<file path="config.mk">
export PLATFORM = sky130hd
export DESIGN_NAME = yuv420_scale_to_bgra_top
export DESIGN_NICKNAME = d
export VERILOG_FILES = /design/src/hw/rtl/yuvs_pkg.sv /design/src/hw/rtl/yuvs_csc.sv /design/src/hw/rtl/yuvs_pos.sv /design/src/hw/rtl/yuv420_scale_to_bgra_top.sv
export SDC_FILE = /design/constraint.sdc
export NUM_CORES = 1
export LEC_CHECK = 0
export BUFFER_PORTS_ARGS = -buffer_cell sky130_fd_sc_hd__buf_2
export CORE_UTILIZATION = 35
export CTS_CLUSTER_SIZE = 12
export DETAILED_ROUTE_END_ITERATION = 8
export HOLD_SLACK_MARGIN = 0.15
export PLACE_DENSITY = 0.58
export SLEW_MARGIN = 20
export SYNTH_ARGS = -nofsm -noshare
export SYNTH_HDL_FRONTEND = slang
export SYNTH_SLANG_ARGS = --single-unit
export TNS_END_PERCENT = 100
</file>
<file path="constraint.sdc">
create_clock -name i_clk -period 18.3 [get_ports i_clk]
set_input_delay 3.66 -clock i_clk [delete_from_list [all_inputs] [get_ports i_clk]]
set_output_delay 3.66 -clock i_clk [all_outputs]
set_load 0.01 [all_outputs]
</file>
<file path="src/hw/rtl/yuvs_pkg.sv">
// ============================================================================
// yuvs_pkg - shared definitions for the YUV420 downscaler with BGRA conversion
// Register indexes, reset values, conversion coefficients, control struct.
// ============================================================================
`default_nettype none

package yuvs_pkg;

    // configuration port
    localparam int CFG_W     = 13;
    localparam int CFG_IDX_W = 2;

    localparam logic [CFG_IDX_W-1:0] REG_SRC_WIDTH  = 2'd0;
    localparam logic [CFG_IDX_W-1:0] REG_SRC_HEIGHT = 2'd1;
    localparam logic [CFG_IDX_W-1:0] REG_OUT_WIDTH  = 2'd2;
    localparam logic [CFG_IDX_W-1:0] REG_OUT_HEIGHT = 2'd3;

    localparam logic [CFG_W-1:0] RST_SRC_WIDTH  = 13'd1920;
    localparam logic [CFG_W-1:0] RST_SRC_HEIGHT = 13'd1080;
    localparam logic [CFG_W-1:0] RST_OUT_WIDTH  = 13'd960;
    localparam logic [CFG_W-1:0] RST_OUT_HEIGHT = 13'd540;

    localparam int MAX_DIMENSION_DEF = 4096;

    // pixel widths
    localparam int PIX_W = 8;

    // BT.601 studio range coefficients (8 fractional bits)
    localparam int COEF_Y   = 298;
    localparam int COEF_RV  = 409;
    localparam int COEF_GU  = 100;
    localparam int COEF_GV  = 208;
    localparam int COEF_BU  = 516;
    localparam int ROUND    = 128;
    localparam int Y_OFFSET = 16;

    // per-pixel decision from the position tracker
    typedef struct packed {
        logic pick;
        logic row_end;
        logic frame_end;
    } t_pos_ctrl;

endpackage

`default_nettype wire

</file>
<file path="src/hw/rtl/yuvs_csc.sv">
// ============================================================================
// yuvs_csc - BT.601 studio range YUV to BGR conversion
// Combinational; luma floored at zero, each channel clamped to 0..255.
// ============================================================================
`default_nettype none

module yuvs_csc (
    input  wire logic [yuvs_pkg::PIX_W-1:0] i_luma,
    input  wire logic [yuvs_pkg::PIX_W-1:0] i_chroma_blue,
    input  wire logic [yuvs_pkg::PIX_W-1:0] i_chroma_red,
    output logic      [yuvs_pkg::PIX_W-1:0] o_blue,
    output logic      [yuvs_pkg::PIX_W-1:0] o_green,
    output logic      [yuvs_pkg::PIX_W-1:0] o_red
);

    localparam int S_W = 20;

    logic        [7:0]     luma_c;
    logic signed [9:0]     c_s;
    logic signed [7:0]     u_s;
    logic signed [7:0]     v_s;
    logic signed [S_W-1:0] sum_b;
    logic signed [S_W-1:0] sum_g;
    logic signed [S_W-1:0] sum_r;

    // floor shift by 8 then clamp to 0..255
    function automatic logic [7:0] sat8(input logic signed [S_W-1:0] s);
        logic [7:0] res;
        if (s[S_W-1]) begin
            res = 8'd0;
        end else if (|s[S_W-2:16]) begin
            res = 8'hFF;
        end else begin
            res = s[15:8];
        end
        return res;
    endfunction

    always_comb begin
        luma_c = (i_luma >= 8'(yuvs_pkg::Y_OFFSET)) ? (i_luma - 8'(yuvs_pkg::Y_OFFSET)) : 8'd0;
        c_s    = $signed({2'b00, luma_c});
        // value - 128 as an 8-bit signed number
        u_s    = $signed({~i_chroma_blue[7], i_chroma_blue[6:0]});
        v_s    = $signed({~i_chroma_red[7], i_chroma_red[6:0]});

        sum_b = S_W'(yuvs_pkg::COEF_Y) * S_W'(c_s)
              + S_W'(yuvs_pkg::COEF_BU) * S_W'(u_s)
              + S_W'(yuvs_pkg::ROUND);
        sum_g = S_W'(yuvs_pkg::COEF_Y) * S_W'(c_s)
              - S_W'(yuvs_pkg::COEF_GU) * S_W'(u_s)
              - S_W'(yuvs_pkg::COEF_GV) * S_W'(v_s)
              + S_W'(yuvs_pkg::ROUND);
        sum_r = S_W'(yuvs_pkg::COEF_Y) * S_W'(c_s)
              + S_W'(yuvs_pkg::COEF_RV) * S_W'(v_s)
              + S_W'(yuvs_pkg::ROUND);

        o_blue  = sat8(sum_b);
        o_green = sat8(sum_g);
        o_red   = sat8(sum_r);
    end

endmodule

`default_nettype wire

</file>
<file path="src/hw/rtl/yuvs_pos.sv">
// ============================================================================
// yuvs_pos - source/output position tracker for nearest neighbor downscale
// Add-only accumulators decide which source pixels are kept.
// ============================================================================
`default_nettype none

module yuvs_pos #(
    parameter int MAX_DIMENSION = yuvs_pkg::MAX_DIMENSION_DEF
) (
    input  wire logic                                    i_clk,
    input  wire logic                                    i_rst_n,
    input  wire logic                                    i_advance,
    input  wire logic                                    i_frame_start,
    input  wire logic [$clog2(MAX_DIMENSION+1)-1:0]      i_src_w,
    input  wire logic [$clog2(MAX_DIMENSION+1)-1:0]      i_src_h,
    input  wire logic [$clog2(MAX_DIMENSION+1)-1:0]      i_out_w,
    input  wire logic [$clog2(MAX_DIMENSION+1)-1:0]      i_out_h,
    output yuvs_pkg::t_pos_ctrl                          o_ctrl
);

    localparam int DIM_W = $clog2(MAX_DIMENSION + 1);
    localparam int SUM_W = $clog2(MAX_DIMENSION * MAX_DIMENSION + MAX_DIMENSION + 1);

    logic [DIM_W-1:0] r_src_col, n_src_col, r_src_row, n_src_row;
    logic [DIM_W-1:0] r_out_col, n_out_col, r_out_row, n_out_row;
    logic [SUM_W-1:0] r_col_tgt, n_col_tgt, r_col_base, n_col_base;
    logic [SUM_W-1:0] r_row_tgt, n_row_tgt, r_row_base, n_row_base;

    // state after an optional frame start clear
    logic [DIM_W-1:0] e_src_col, e_src_row, e_out_col, e_out_row;
    logic [SUM_W-1:0] e_col_tgt, e_col_base, e_row_tgt, e_row_base;
    logic             row_pick, col_pick, last_col, last_row;

    always_comb begin
        e_src_col  = i_frame_start ? '0 : r_src_col;
        e_src_row  = i_frame_start ? '0 : r_src_row;
        e_out_col  = i_frame_start ? '0 : r_out_col;
        e_out_row  = i_frame_start ? '0 : r_out_row;
        e_col_tgt  = i_frame_start ? '0 : r_col_tgt;
        e_col_base = i_frame_start ? '0 : r_col_base;
        e_row_tgt  = i_frame_start ? '0 : r_row_tgt;
        e_row_base = i_frame_start ? '0 : r_row_base;

        row_pick = (e_out_row < i_out_h) && (e_row_tgt < e_row_base + SUM_W'(i_out_h));
        col_pick = (e_out_col < i_out_w) && (e_col_tgt < e_col_base + SUM_W'(i_out_w));

        o_ctrl.pick      = row_pick && col_pick;
        o_ctrl.row_end   = ({1'b0, e_out_col} + 1'b1) >= {1'b0, i_out_w};
        o_ctrl.frame_end = o_ctrl.row_end && (({1'b0, e_out_row} + 1'b1) >= {1'b0, i_out_h});

        last_col = ({1'b0, e_src_col} + 1'b1) >= {1'b0, i_src_w};
        last_row = ({1'b0, e_src_row} + 1'b1) >= {1'b0, i_src_h};

        // column pass
        n_col_tgt  = o_ctrl.pick ? e_col_tgt + SUM_W'(i_src_w) : e_col_tgt;
        n_out_col  = o_ctrl.pick ? e_out_col + 1'b1 : e_out_col;
        n_col_base = e_col_base + SUM_W'(i_out_w);
        n_src_col  = e_src_col + 1'b1;
        n_src_row  = e_src_row;
        n_out_row  = e_out_row;
        n_row_tgt  = e_row_tgt;
        n_row_base = e_row_base;

        if (last_col) begin
            n_src_col  = '0;
            n_col_tgt  = '0;
            n_col_base = '0;
            n_out_col  = '0;
            if (last_row) begin
                n_src_row  = '0;
                n_out_row  = '0;
                n_row_tgt  = '0;
                n_row_base = '0;
            end else begin
                n_src_row  = e_src_row + 1'b1;
                n_row_base = e_row_base + SUM_W'(i_out_h);
                if (row_pick) begin
                    n_row_tgt = e_row_tgt + SUM_W'(i_src_h);
                    n_out_row = e_out_row + 1'b1;
                end
            end
        end
    end

    always_ff @(posedge i_clk) begin
        if (!i_rst_n) begin
            r_src_col  <= '0;
            r_src_row  <= '0;
            r_out_col  <= '0;
            r_out_row  <= '0;
            r_col_tgt  <= '0;
            r_col_base <= '0;
            r_row_tgt  <= '0;
            r_row_base <= '0;
        end else if (i_advance) begin
            r_src_col  <= n_src_col;
            r_src_row  <= n_src_row;
            r_out_col  <= n_out_col;
            r_out_row  <= n_out_row;
            r_col_tgt  <= n_col_tgt;
            r_col_base <= n_col_base;
            r_row_tgt  <= n_row_tgt;
            r_row_base <= n_row_base;
        end
    end

endmodule

`default_nettype wire

</file>
<file path="src/hw/rtl/yuv420_scale_to_bgra_top.sv">
// ============================================================================
// yuv420_scale_to_bgra_top - nearest neighbor downscaler, YUV to BGR output
// Keeps the source pixels picked by the scaler and converts them to BGR.
// ============================================================================
//
//  channel  | handshake                      | payload
//  ---------+--------------------------------+-----------------------------------------
//  pixel in | i_in_valid / o_in_ready        | i_luma, i_chroma_blue, i_chroma_red,
//           |                                | i_frame_start
//  pixel out| o_out_valid / i_out_ready      | o_blue, o_green, o_red, o_row_end,
//           |                                | o_frame_end
//  config   | i_cfg_we (no wait, no readback)| i_cfg_index, i_cfg_data
//
//  Throughput: one source pixel per clock unless a kept pixel meets a stalled output.
//  After the input transfer a pixel passes the input register, then the result register,
//  which raises o_out_valid and holds the pixel until the output transfer.
//  A dropped pixel leaves the input register even while the output is stalled;
//  a kept pixel waits only for the result register to free up.
//  Reset clears the positions and loads the default sizes; no clearing pass.
//
`default_nettype none

module yuv420_scale_to_bgra_top #(
    parameter int MAX_DIMENSION = yuvs_pkg::MAX_DIMENSION_DEF
) (
    input  wire logic                               i_clk,
    input  wire logic                               i_rst_n,
    // pixel input
    input  wire logic                               i_in_valid,
    output logic                                    o_in_ready,
    input  wire logic [yuvs_pkg::PIX_W-1:0]         i_luma,
    input  wire logic [yuvs_pkg::PIX_W-1:0]         i_chroma_blue,
    input  wire logic [yuvs_pkg::PIX_W-1:0]         i_chroma_red,
    input  wire logic                               i_frame_start,
    // pixel output
    output logic                                    o_out_valid,
    input  wire logic                               i_out_ready,
    output logic      [yuvs_pkg::PIX_W-1:0]         o_blue,
    output logic      [yuvs_pkg::PIX_W-1:0]         o_green,
    output logic      [yuvs_pkg::PIX_W-1:0]         o_red,
    output logic                                    o_row_end,
    output logic                                    o_frame_end,
    // configuration
    input  wire logic                               i_cfg_we,
    input  wire logic [yuvs_pkg::CFG_IDX_W-1:0]     i_cfg_index,
    input  wire logic [yuvs_pkg::CFG_W-1:0]         i_cfg_data
);

    localparam int DIM_W = $clog2(MAX_DIMENSION + 1);
    localparam int CMP_W = (DIM_W > yuvs_pkg::CFG_W) ? DIM_W : yuvs_pkg::CFG_W;

    // ---------------------------------------------------------------- config
    logic [yuvs_pkg::CFG_W-1:0] r_src_width, r_src_height, r_out_width, r_out_height;

    always_ff @(posedge i_clk) begin
        if (!i_rst_n) begin
            r_src_width  <= yuvs_pkg::RST_SRC_WIDTH;
            r_src_height <= yuvs_pkg::RST_SRC_HEIGHT;
            r_out_width  <= yuvs_pkg::RST_OUT_WIDTH;
            r_out_height <= yuvs_pkg::RST_OUT_HEIGHT;
        end else if (i_cfg_we) begin
            unique case (i_cfg_index)
                yuvs_pkg::REG_SRC_WIDTH:  r_src_width  <= i_cfg_data;
                yuvs_pkg::REG_SRC_HEIGHT: r_src_height <= i_cfg_data;
                yuvs_pkg::REG_OUT_WIDTH:  r_out_width  <= i_cfg_data;
                yuvs_pkg::REG_OUT_HEIGHT: r_out_height <= i_cfg_data;
                default: ;
            endcase
        end
    end

    // effective sizes: zero reads as one, source capped at MAX_DIMENSION,
    // output capped at source
    logic [CMP_W-1:0] sw_x, sh_x, ow_x, oh_x;
    logic [DIM_W-1:0] src_w, src_h, out_w, out_h;

    always_comb begin
        sw_x = CMP_W'(r_src_width);
        sh_x = CMP_W'(r_src_height);
        ow_x = CMP_W'(r_out_width);
        oh_x = CMP_W'(r_out_height);

        if (sw_x == '0) sw_x = CMP_W'(1);
        else if (sw_x > CMP_W'(MAX_DIMENSION)) sw_x = CMP_W'(MAX_DIMENSION);
        if (sh_x == '0) sh_x = CMP_W'(1);
        else if (sh_x > CMP_W'(MAX_DIMENSION)) sh_x = CMP_W'(MAX_DIMENSION);
        if (ow_x == '0) ow_x = CMP_W'(1);
        else if (ow_x > sw_x) ow_x = sw_x;
        if (oh_x == '0) oh_x = CMP_W'(1);
        else if (oh_x > sh_x) oh_x = sh_x;

        src_w = DIM_W'(sw_x);
        src_h = DIM_W'(sh_x);
        out_w = DIM_W'(ow_x);
        out_h = DIM_W'(oh_x);
    end

    // ---------------------------------------------------------- input stage
    logic                        r_s1_valid;
    logic [yuvs_pkg::PIX_W-1:0]  r_s1_luma, r_s1_cb, r_s1_cr;
    logic                        r_s1_fs;
    logic                        s1_adv;
    logic                        in_xfer;
    yuvs_pkg::t_pos_ctrl         pos_ctrl;

    // a dropped pixel never needs the result register
    assign s1_adv     = r_s1_valid && (!pos_ctrl.pick || !o_out_valid || i_out_ready);
    assign o_in_ready = !r_s1_valid || s1_adv;
    assign in_xfer    = i_in_valid && o_in_ready;

    always_ff @(posedge i_clk) begin
        if (!i_rst_n) begin
            r_s1_valid <= 1'b0;
        end else if (o_in_ready) begin
            r_s1_valid <= i_in_valid;
        end
    end

    always_ff @(posedge i_clk) begin
        if (in_xfer) begin
            r_s1_luma <= i_luma;
            r_s1_cb   <= i_chroma_blue;
            r_s1_cr   <= i_chroma_red;
            r_s1_fs   <= i_frame_start;
        end
    end

    // ------------------------------------------------- scaler and conversion
    yuvs_pos #(
        .MAX_DIMENSION (MAX_DIMENSION)
    ) u_pos (
        .i_clk         (i_clk),
        .i_rst_n       (i_rst_n),
        .i_advance     (s1_adv),
        .i_frame_start (r_s1_fs),
        .i_src_w       (src_w),
        .i_src_h       (src_h),
        .i_out_w       (out_w),
        .i_out_h       (out_h),
        .o_ctrl        (pos_ctrl)
    );

    logic [yuvs_pkg::PIX_W-1:0] csc_b, csc_g, csc_r;

    yuvs_csc u_csc (
        .i_luma        (r_s1_luma),
        .i_chroma_blue (r_s1_cb),
        .i_chroma_red  (r_s1_cr),
        .o_blue        (csc_b),
        .o_green       (csc_g),
        .o_red         (csc_r)
    );

    // --------------------------------------------------------- result stage
    logic r_out_valid;
    logic load_out;

    assign load_out    = s1_adv && pos_ctrl.pick;
    assign o_out_valid = r_out_valid;

    always_ff @(posedge i_clk) begin
        if (!i_rst_n) begin
            r_out_valid <= 1'b0;
        end else if (load_out) begin
            r_out_valid <= 1'b1;
        end else if (i_out_ready) begin
            r_out_valid <= 1'b0;
        end
    end

    always_ff @(posedge i_clk) begin
        if (load_out) begin
            o_blue      <= csc_b;
            o_green     <= csc_g;
            o_red       <= csc_r;
            o_row_end   <= pos_ctrl.row_end;
            o_frame_end <= pos_ctrl.frame_end;
        end
    end

    // ----------------------------------------------------------- assertions
    // last pixel of the frame is also last of its row
    a_frame_end_row_end: assert property (@(posedge i_clk) disable iff (!i_rst_n)
        o_out_valid && o_frame_end |-> o_row_end)
        else $error("frame_end without row_end");

    // a kept pixel never overwrites a result still waiting
    a_no_overwrite: assert property (@(posedge i_clk) disable iff (!i_rst_n)
        load_out |-> (!r_out_valid || i_out_ready))
        else $error("result register overwritten");

    // a held input item keeps its contents until it advances
    a_s1_hold: assert property (@(posedge i_clk) disable iff (!i_rst_n)
        r_s1_valid && !s1_adv |=> r_s1_valid && $stable(r_s1_luma) && $stable(r_s1_fs))
        else $error("input stage lost a stalled pixel");

    // a stalled result holds while no new pixel can load
    a_out_hold: assert property (@(posedge i_clk) disable iff (!i_rst_n)
        r_out_valid && !i_out_ready |=> r_out_valid && $stable(o_blue) && $stable(o_row_end))
        else $error("stalled result changed");

endmodule

`default_nettype wire
</file>
==> results.toml, run 1 <==
[placement]
hpwlAfterDp_mm = 50.3
portBuffers = 72
pre_cts_slack_ps = 6350
placed_area_um2 = 26400
gp_congestion = 0.856
place_inst = 3921

[timing]
whs_ps = 445
setup_slack_ps = 5680
worst_slew_pin_slew_ps = 1090
fin_worst_skew_ps = 32.1
hold_viol_final = 0
drv_slew = 0
grt_setup_unrepaired = "false"
setup_viol = 0
period_share_pct = 69.0
fmax_ghz = 0.0792
tns_ps = 0
fin_crit_ps = 12620
relSlewSlack_pct = 27.2

[die]
fp.dieH_um = 269
num_rows = 97
coreArea_um2 = 70400
ioPinCount = 73
initial_core_util_pct = 35.5
dieArea_um2 = 72500
die_w_um = 269

[pwr]
ir_worst_vdd_uv = 192
power_mw = 3.27
p_per_area_nw_per_um2 = 119
p_leak_nw = 12.4

[routing]
vias = 21100
drtIter0Drc = 1048
drtPass1Iterations = 5
ant_nets = 0
routed_wl_mm = 66.9
viasPerCell = 5.30
drt-wirelength-per-cell_um = 16.8
drc = 0

[synthesis]
avgSynthCellArea_um2 = 8.39
synth_flop_cell = "dfxtp_1"
syn_inst = 2983
synth_fp_nets = 3531
yosysSeqAreaShare_pct = 22.6
syn_area_um2 = 25000
ys_ff_latch = 257
synth_cell_types = 94
synth_async_sr_flop_share_pct = 0
synth-edff-count = 51
yosys_warnings = 0

[global_routing]
overflow = 0
grt_pass1_vias = 20000
grt_start_max_net_pins = 108
antenna_found_initial = 1
track_usage_pct = 18.1
grt_pass1_wl_mm = 108

[final_layout]
fin_area_um2 = 27600
instances_no_fill = 3984
final_core_util_pct = 39.2
final_nets = 3566
area_delta_synth_final_pct = 10.2
antennaDiodeCount = 0
fillers = 7251
drive_gt1_share_pct = 7.23

[cts]
cts_buffer_depth = 3
cts_sinks = 257
numCtsBuffers = 35
postCtsHoldBufs = 0
cts_setup_buffers = 0
cts-root-buf = "clkbuf_16"
cts_resized = 0
insertion_delay_ps = 570
clk_pin_slew_worst_paths_ps = 50
cts_max_level = 2
tritoncts = "built"

[setup_path]
critical_path_class = "flip-flop to output pin"
crit_buf_inv = 5
end_kind = "output pin"
crit_path_start_kind = "flip-flop"
cp_slowest_cell = "and4_1"
crit_family = "simple AND/OR/NAND/NOR gates"
arrival_ps = 8960
cp.required_ps = 14640
cpPeakStageDelay_ps = 760
cp_max_fo = 16

[outcome]
status = "complete, no violations"

[job]
drv_cap = 0

[worst_hold_path]
hold_class = "flip-flop to flip-flop"
registers in the layout, indices dropped and copies added (netlist names), 8 cells and up:
signal and cells:
u_pos.r_col_base 25, u_pos.r_col_tgt 25, u_pos.r_row_base 25, u_pos.r_row_tgt 25
r_out_height 13, r_out_width 13, r_src_height 13, r_src_width 13
u_pos.r_out_col 13, u_pos.r_out_row 13, u_pos.r_src_col 13, u_pos.r_src_row 13
o_blue 8, o_green 8, o_red 8, r_s1_cb 8
r_s1_cr 8, r_s1_luma 8
Yosys cell counts (29+ instances only):
cell type | n | share of area [%]
xnor2_1 | 101 | 3.5
nor2b_1 | 124 | 3.1
ha_1 | 448 | 22
nand2b_1 | 31 | 0.78
or3_1 | 29 | 0.73
a21o_1 | 58 | 1.7
fa_1 | 55 | 4.4
edfxtp_1 | 51 | 6.1
o21ai_0 | 80 | 1.6
nand3_1 | 85 | 1.7
nor3_1 | 49 | 0.98
clkbuf_1 | 87 | 1.3
dfxtp_1 | 206 | 16
xor2_1 | 64 | 2.2
nor2_1 | 159 | 2.4
nand4_1 | 41 | 1.0
o21a_1 | 50 | 1.5
inv_1 | 258 | 3.9
a22o_1 | 42 | 1.5
nand2_1 | 301 | 4.5
a21oi_1 | 224 | 4.5
cell usage in the layout (no fill, tap or decap), drive strengths merged, types with 58 or more instances in the layout:
cell / count
nor2b: 124
a21oi: 226
dfxtp: 206
ha: 448
nor2: 159
nand3: 85
o21ai: 94
buf: 101
xnor2: 101
inv: 263
nand2: 301
xor2: 64
a21o: 58
logic make-up (layout without fill, tap and decap cells):
group,after synthesis,after routing,share of synthesized area [%]
xor gates and xnor gates,165,165,5.78
AOI/OAI and AO/OA,707,707,19.0
DFF,257,257,22.6
buffers and inverters,365,426,5.53
adders and majority gates,504,504,26.9
muxes,25,25,1.01
and+or+nand+nor,960,960,19.2
worst min-delay path: cells and delay by family (launching register included):
| kind | cells | cell delay [ps] |
|---|---|---|
| flops | 1 | 300 |
| simple gates | 1 | 50 |
| compound gates | 1 | 50 |
power breakdown:
part | total [mW] | internal, mW | switching, mW
registers | 0.651 | 0.633 | 0.0181
logic | 1.93 | 0.841 | 1.09
clock network | 0.686 | 0.398 | 0.289
final timing paths:
kind,from,to,slack (ps),cells after the start
worst min-delay path,u_pos.r_col_base[5],u_pos.r_col_base[5],440,2
worst max-delay path,r_src_height[12],o_in_ready,5680,32
worst min register to register,u_pos.r_col_base[5],u_pos.r_col_base[5],440,2
worst max register to register,r_src_height[12],u_pos.r_row_tgt[15],9470,32
metal layers:
layer,vias to the layer above,wire length [um],track usage [%]
li1,10700,-,-
met1,9949,31900,24.4
met2,400,30700,30.3
met3,84,2840,2.38
met4,2,1490,4.89
met5,-,13,0
final cells by class:
| class | instances | area, um2 | area share (%) |
|---|---|---|---|
| tap | 940 | 1180 | 4.27 |
| sequential | 257 | 5660 | 20.5 |
| multi-input combinational | 2361 | 18000 | 65.4 |
| inverter | 262 | 986 | 3.58 |
| clock buffer | 44 | 940 | 3.41 |
| timing repair buffer | 101 | 591 | 2.14 |
| clock inverter | 19 | 186 | 0.676 |
(Power assumes the default switching activity.)
==> run 2: changes to the inputs <==
--- a/config.mk
+++ b/config.mk
@@ -5,6 +5,7 @@
 export SDC_FILE = /design/constraint.sdc
 export NUM_CORES = 1
 export LEC_CHECK = 0
+export ABC_AREA = 1
 export BUFFER_PORTS_ARGS = -buffer_cell sky130_fd_sc_hd__buf_2
 export CORE_UTILIZATION = 35
 export CTS_CLUSTER_SIZE = 12
==> constraint.sdc (replaced) <==
create_clock -name i_clk -period 11.8 [get_ports i_clk]
set_input_delay 2.36 -clock i_clk [delete_from_list [all_inputs] [get_ports i_clk]]
set_output_delay 2.36 -clock i_clk [all_outputs]
set_load 0.01 [all_outputs]
==> results.toml, run 2 <==
[final_layout]
final_cell_mix = "nor2_1, inv_1, nand2_1"
fin_area_um2 = 30200
layout_commonest_cell = "nor2_1"
drive_gt1_share_pct = 6.99
area_delta_synth_final_pct = 9.21
final_nets = 4581
fillers = 8342

[routing]
drtPass1Iterations = 5
drtIter0Drc = 1235
ant_nets = 0
vias = 24700
drc = 0
viasPerCell = 4.84
drt-wirelength-per-cell_um = 14.7
routed_wl_mm = 74.8

[synthesis]
synth_cell_types = 59
synth_area_leader_cell = "ha_1"
synth_fp_nets = 4567
yosys-top-cells-area = "ha_1, dfxtp_1, nor2_1"
synth_most_common_cell = "nor2_1"
synth_flop_cell = "dfxtp_1"
ys_ff_latch = 257
yosys_warnings = 0
syn_inst = 4019
synth_async_sr_flop_share_pct = 0
yosysSeqAreaShare_pct = 20.5
syn_area_um2 = 27600
netlist_top_cells_count = "nor2_1, inv_1, nand2_1"
avgSynthCellArea_um2 = 6.88
synth.top_cell.area_share_pct = 20.3
synth-edff-count = 51

[worst_hold_path]
hold_start = "u_pos.r_src_row[2]"
hold_class = "flip-flop to flip-flop"

[cts]
postCtsHoldBufs = 0
tritoncts = "built"
numCtsBuffers = 37
clk_pin_slew_worst_paths_ps = 60
cts_sinks = 257
cts_resized = 0
insertion_delay_ps = 600
cts-root-buf = "clkbuf_16"
cts_buffer_depth = 3
cts_setup_buffers = 0
cts_max_level = 2

[outcome]
status = "complete, no violations"

[die]
die_w_um = 283
initial_core_util_pct = 35.5
num_rows = 102
ioPinCount = 73
fp.dieH_um = 283
coreArea_um2 = 77800
dieArea_um2 = 80100

[setup_path]
r2r_start = "r_src_height[0]"
crit_family = "simple AND/OR/NAND/NOR gates"
arrival_ps = 7870
cp_max_fo = 15
cpPeakStageDelay_ps = 410
cp.required_ps = 9440
crit_buf_inv = 5
critical_path_class = "flip-flop to output pin"
end_kind = "output pin"
crit_top_cell = "nand2_1"
crit_path_start_kind = "flip-flop"
setup.worst_path.start = "r_src_height[0]"
cp_slowest_cell = "nand2_1"

[global_routing]
antenna_found_initial = 1
grt_pass1_wl_mm = 123
grt_start_max_net_pins = 128
grt_pass1_vias = 23700
overflow = 0
track_usage_pct = 18.7

[placement]
portBuffers = 72
gp_congestion = 0.901
hpwlAfterDp_mm = 57.5
placed_area_um2 = 28900

[pwr]
ir_worst_vdd_uv = 389
p_leak_nw = 14.7
power_mw = 8.00
p_per_area_nw_per_um2 = 265

[timing]
tns_ps = 0
fmax_ghz = 0.0977
worst_slew_pin_slew_ps = 1000
whs_ps = 460
grt_setup_unrepaired = "false"
drv_slew = 0
relSlewSlack_pct = 33.3
fin_worst_skew_ps = 45.3
setup_viol = 0
period_share_pct = 86.7
hold_viol_final = 0
fin_crit_ps = 10230

[job]
drv_cap = 0
-- run 2: cell types whose count changed after synthesis, sizes merged, moves of 52 or more --
cell	previous run	this run
a21o	58	6
a21oi	226	299
inv	259	665
nand2	301	707
nand3	85	148
nor2	159	675
nor2b	124	0
o21ai	94	200
xor2	64	120
-- run 2: cells by family after synthesis --
kind of cell,count (synthesis),share of synthesized area (%)
and+or+nand+nor,1693,25.8
buffers and inverters,783,11.3
AOI/OAI and AO/OA,606,12.6
adders and majority gates,503,24.3
DFF,257,20.5
xor gates and xnor gates,177,5.61
-- run 2: final timing paths --
check | slack, ps | depth (start not counted) | end
min reg2reg | 460 | 2 | u_pos.r_src_row[2]
max | 1570 | 39 | o_in_ready
max reg2reg | 2510 | 43 | u_pos.r_src_row[2]
min | 460 | 2 | u_pos.r_src_row[2]
-- run 2: final cells by class --
cell class                 count  area, um2  area share [%]
tap                         1040       1300            4.31
inverter                     668       2510            8.32
antenna                        1       2.50         0.00829
timing repair buffer          90        508            1.68
clock buffer                  53       1070            3.54
multi-input combinational   2979      18900            62.5
clock inverter                15        259           0.858
sequential                   257       5660            18.7
-- run 2: per-layer routing --
metal	track usage (%)	share of wire, %	wire length (um)
met1	24.4	47	35200
met2	31.7	45	33900
met3	2.03	4.2	3150
met4	7.03	3.4	2560
met5	0	0	0
-- run 2: worst register-to-register path, delay by kind of cell, from the launching register on --
family,cells,cell delay [ps]
AO/OA/AOI/OAI,9,1890
flip-flops,1,330
AND/OR/NAND/NOR,24,4180
adder cells (fa/ha/maj),4,1180
buffers and inverters,6,1650
-- run 2: metrics by stage --
stage          util [%]  std cells  setup slack [ps]
2_1_floorplan         -       4019              3270
3_3_place_gp       37.1       5034              2360
3_5_place_dp       37.1       5034              2180
4_1_cts            38.8       5102              1530
5_1_grt            38.8       5102               719
6_report           38.8       5103              1570
-- run 2: power breakdown --
group | switching [mW] | internal (mW)
clock network | 0.477 | 0.749
logic | 3.52 | 2.10
registers | 0.0542 | 1.10
total | 4.05 | 3.95
==> run 3: changes to the inputs <==
--- a/config.mk
+++ b/config.mk
@@ -11,7 +11,7 @@
 export CTS_CLUSTER_SIZE = 12
 export DETAILED_ROUTE_END_ITERATION = 8
 export HOLD_SLACK_MARGIN = 0.15
-export PLACE_DENSITY = 0.58
+export PLACE_DENSITY_LB_ADDON = 0.25
 export SLEW_MARGIN = 20
 export SYNTH_ARGS = -nofsm -noshare
 export SYNTH_HDL_FRONTEND = slang
==> constraint.sdc (replaced) <==
create_clock -name i_clk -period 11.8 [get_ports i_clk]
set_input_delay 2.36 -clock i_clk [delete_from_list [all_inputs] [get_ports i_clk]]
set_output_delay 2.36 -clock i_clk [all_outputs]
set_load 0.02 [all_outputs]
==> results.toml, run 3 (synthesized netlist as in run 2, its figures left out) <==
[outcome]
status = "complete, no violations"

[cts]
insertion_delay_ps = 590
cts_sinks = 257
numCtsBuffers = 35
postCtsHoldBufs = 0
cts_buffer_depth = 3
cts_setup_buffers = 0
cts-root-buf = "clkbuf_16"
cts_resized = 0
tritoncts = "built"
cts_max_level = 2
clk_pin_slew_worst_paths_ps = 60

[global_routing]
grt_start_max_net_pins = 156
track_usage_pct = 19.3
overflow = 0
grt_pass1_vias = 24000
grt_pass1_wl_mm = 127
antenna_found_initial = 1

[final_layout]
layout_commonest_cell = "nor2_1"
final_cell_mix = "nor2_1, inv_1, nand2_1"
fillers = 8469
antennaDiodeCount = 0
final_core_util_pct = 38.6
final_nets = 4577
drive_gt1_share_pct = 6.93
instances_no_fill = 5095
area_delta_synth_final_pct = 8.80
fin_area_um2 = 30100

[timing]
worst_slew_pin_slew_ps = 1070
fin_crit_ps = 10360
fin_worst_skew_ps = 40.1
hold_viol_final = 0
period_share_pct = 87.8
drv_slew = 0
relSlewSlack_pct = 28.7
fmax_ghz = 0.0965
setup_viol = 0
tns_ps = 0
grt_setup_unrepaired = "false"

[routing]
drc = 0
viasPerCell = 4.84
routed_wl_mm = 76.9
vias = 24700
drtPass1Iterations = 9
drtIter0Drc = 1442
drt-wirelength-per-cell_um = 15.1
ant_nets = 0

[setup_path]
setup.worst_path.start = "r_src_height[7]"
critical_path_class = "flip-flop to output pin"
arrival_ps = 8000
crit_path_start_kind = "flip-flop"
crit_family = "simple AND/OR/NAND/NOR gates"
cp_max_fo = 15
crit_buf_inv = 5
cpPeakStageDelay_ps = 410
cp_slowest_cell = "nand2_1"
end_kind = "output pin"
crit_top_cell = "nand2_1"
cp.required_ps = 9440
r2r_start = "r_src_height[7]"

[pwr]
ir_worst_vdd_uv = 395
p_per_area_nw_per_um2 = 267
p_leak_nw = 14.6

[die]
num_rows = 102
die_w_um = 283
fp.dieH_um = 283
coreArea_um2 = 77800
ioPinCount = 73
dieArea_um2 = 80100
initial_core_util_pct = 35.5

[worst_hold_path]
hold_start = "u_pos.r_src_row[2]"
hold_class = "flip-flop to flip-flop"

[job]
drv_cap = 0

[placement]
portBuffers = 72
gp_congestion = 0.905
hpwlAfterDp_mm = 58.7
placed_area_um2 = 28900
place_inst = 5032
run 3: area by class of cell:
type | count | area [um2] | share of cell area (%)
clock buffers | 45 | 953 | 3.17
repair buffers | 88 | 505 | 1.68
well taps | 1040 | 1300 | 4.33
multi-input cells | 2979 | 18900 | 62.8
flip-flops and latches | 257 | 5660 | 18.8
clock inverters | 18 | 268 | 0.890
inverters | 668 | 2510 | 8.35
run 3: final timing paths:
check / end / slack [ps] / depth (start not counted)
max: o_in_ready / 1440 / 41
min: u_pos.r_src_row[2] / 450 / 2
max reg2reg: u_pos.r_src_row[2] / 2360 / 45
min reg2reg: u_pos.r_src_row[2] / 450 / 2
run 3: power by group:
part / switching (mW) / internal [mW] / total [mW]
Sequential: 0.0563 / 1.10 / 1.16
Combinational: 3.61 / 2.11 / 5.71
Clock: 0.468 / 0.690 / 1.16
Total: 4.13 / 3.90 / 8.03
run 3: stage by stage:
step / hold WS (ps) / setup WS, ps / power (mW)
detailed placement: 444 / 2110 / 6.86
CTS: 454 / 1440 / 8.09
global route: 467 / 752 / 9.02
finish: 453 / 1440 / 8.03
floorplan: 430 / 3200 / 5.64
global placement: 444 / 2330 / 6.86
run 3: worst reg2reg max path: cells and delay by family (launching register included):
family	cells	cell delay [ps]
fa+ha+maj	4	1200
compound gates	8	1700
flops	1	320
simple gates	27	4540
buf+inv	6	1630
run 3: routing by layer:
layer  up-vias  share of wire, %  routed length [um]  track usage, %
li1      13000                 -                   -               -
met1     11200                48               36700            25.4
met2       417                46               35500            33.2
met3       104               3.6                2780            2.09
met4         0               2.5                1950            5.62
met5         -                 0                   0               0
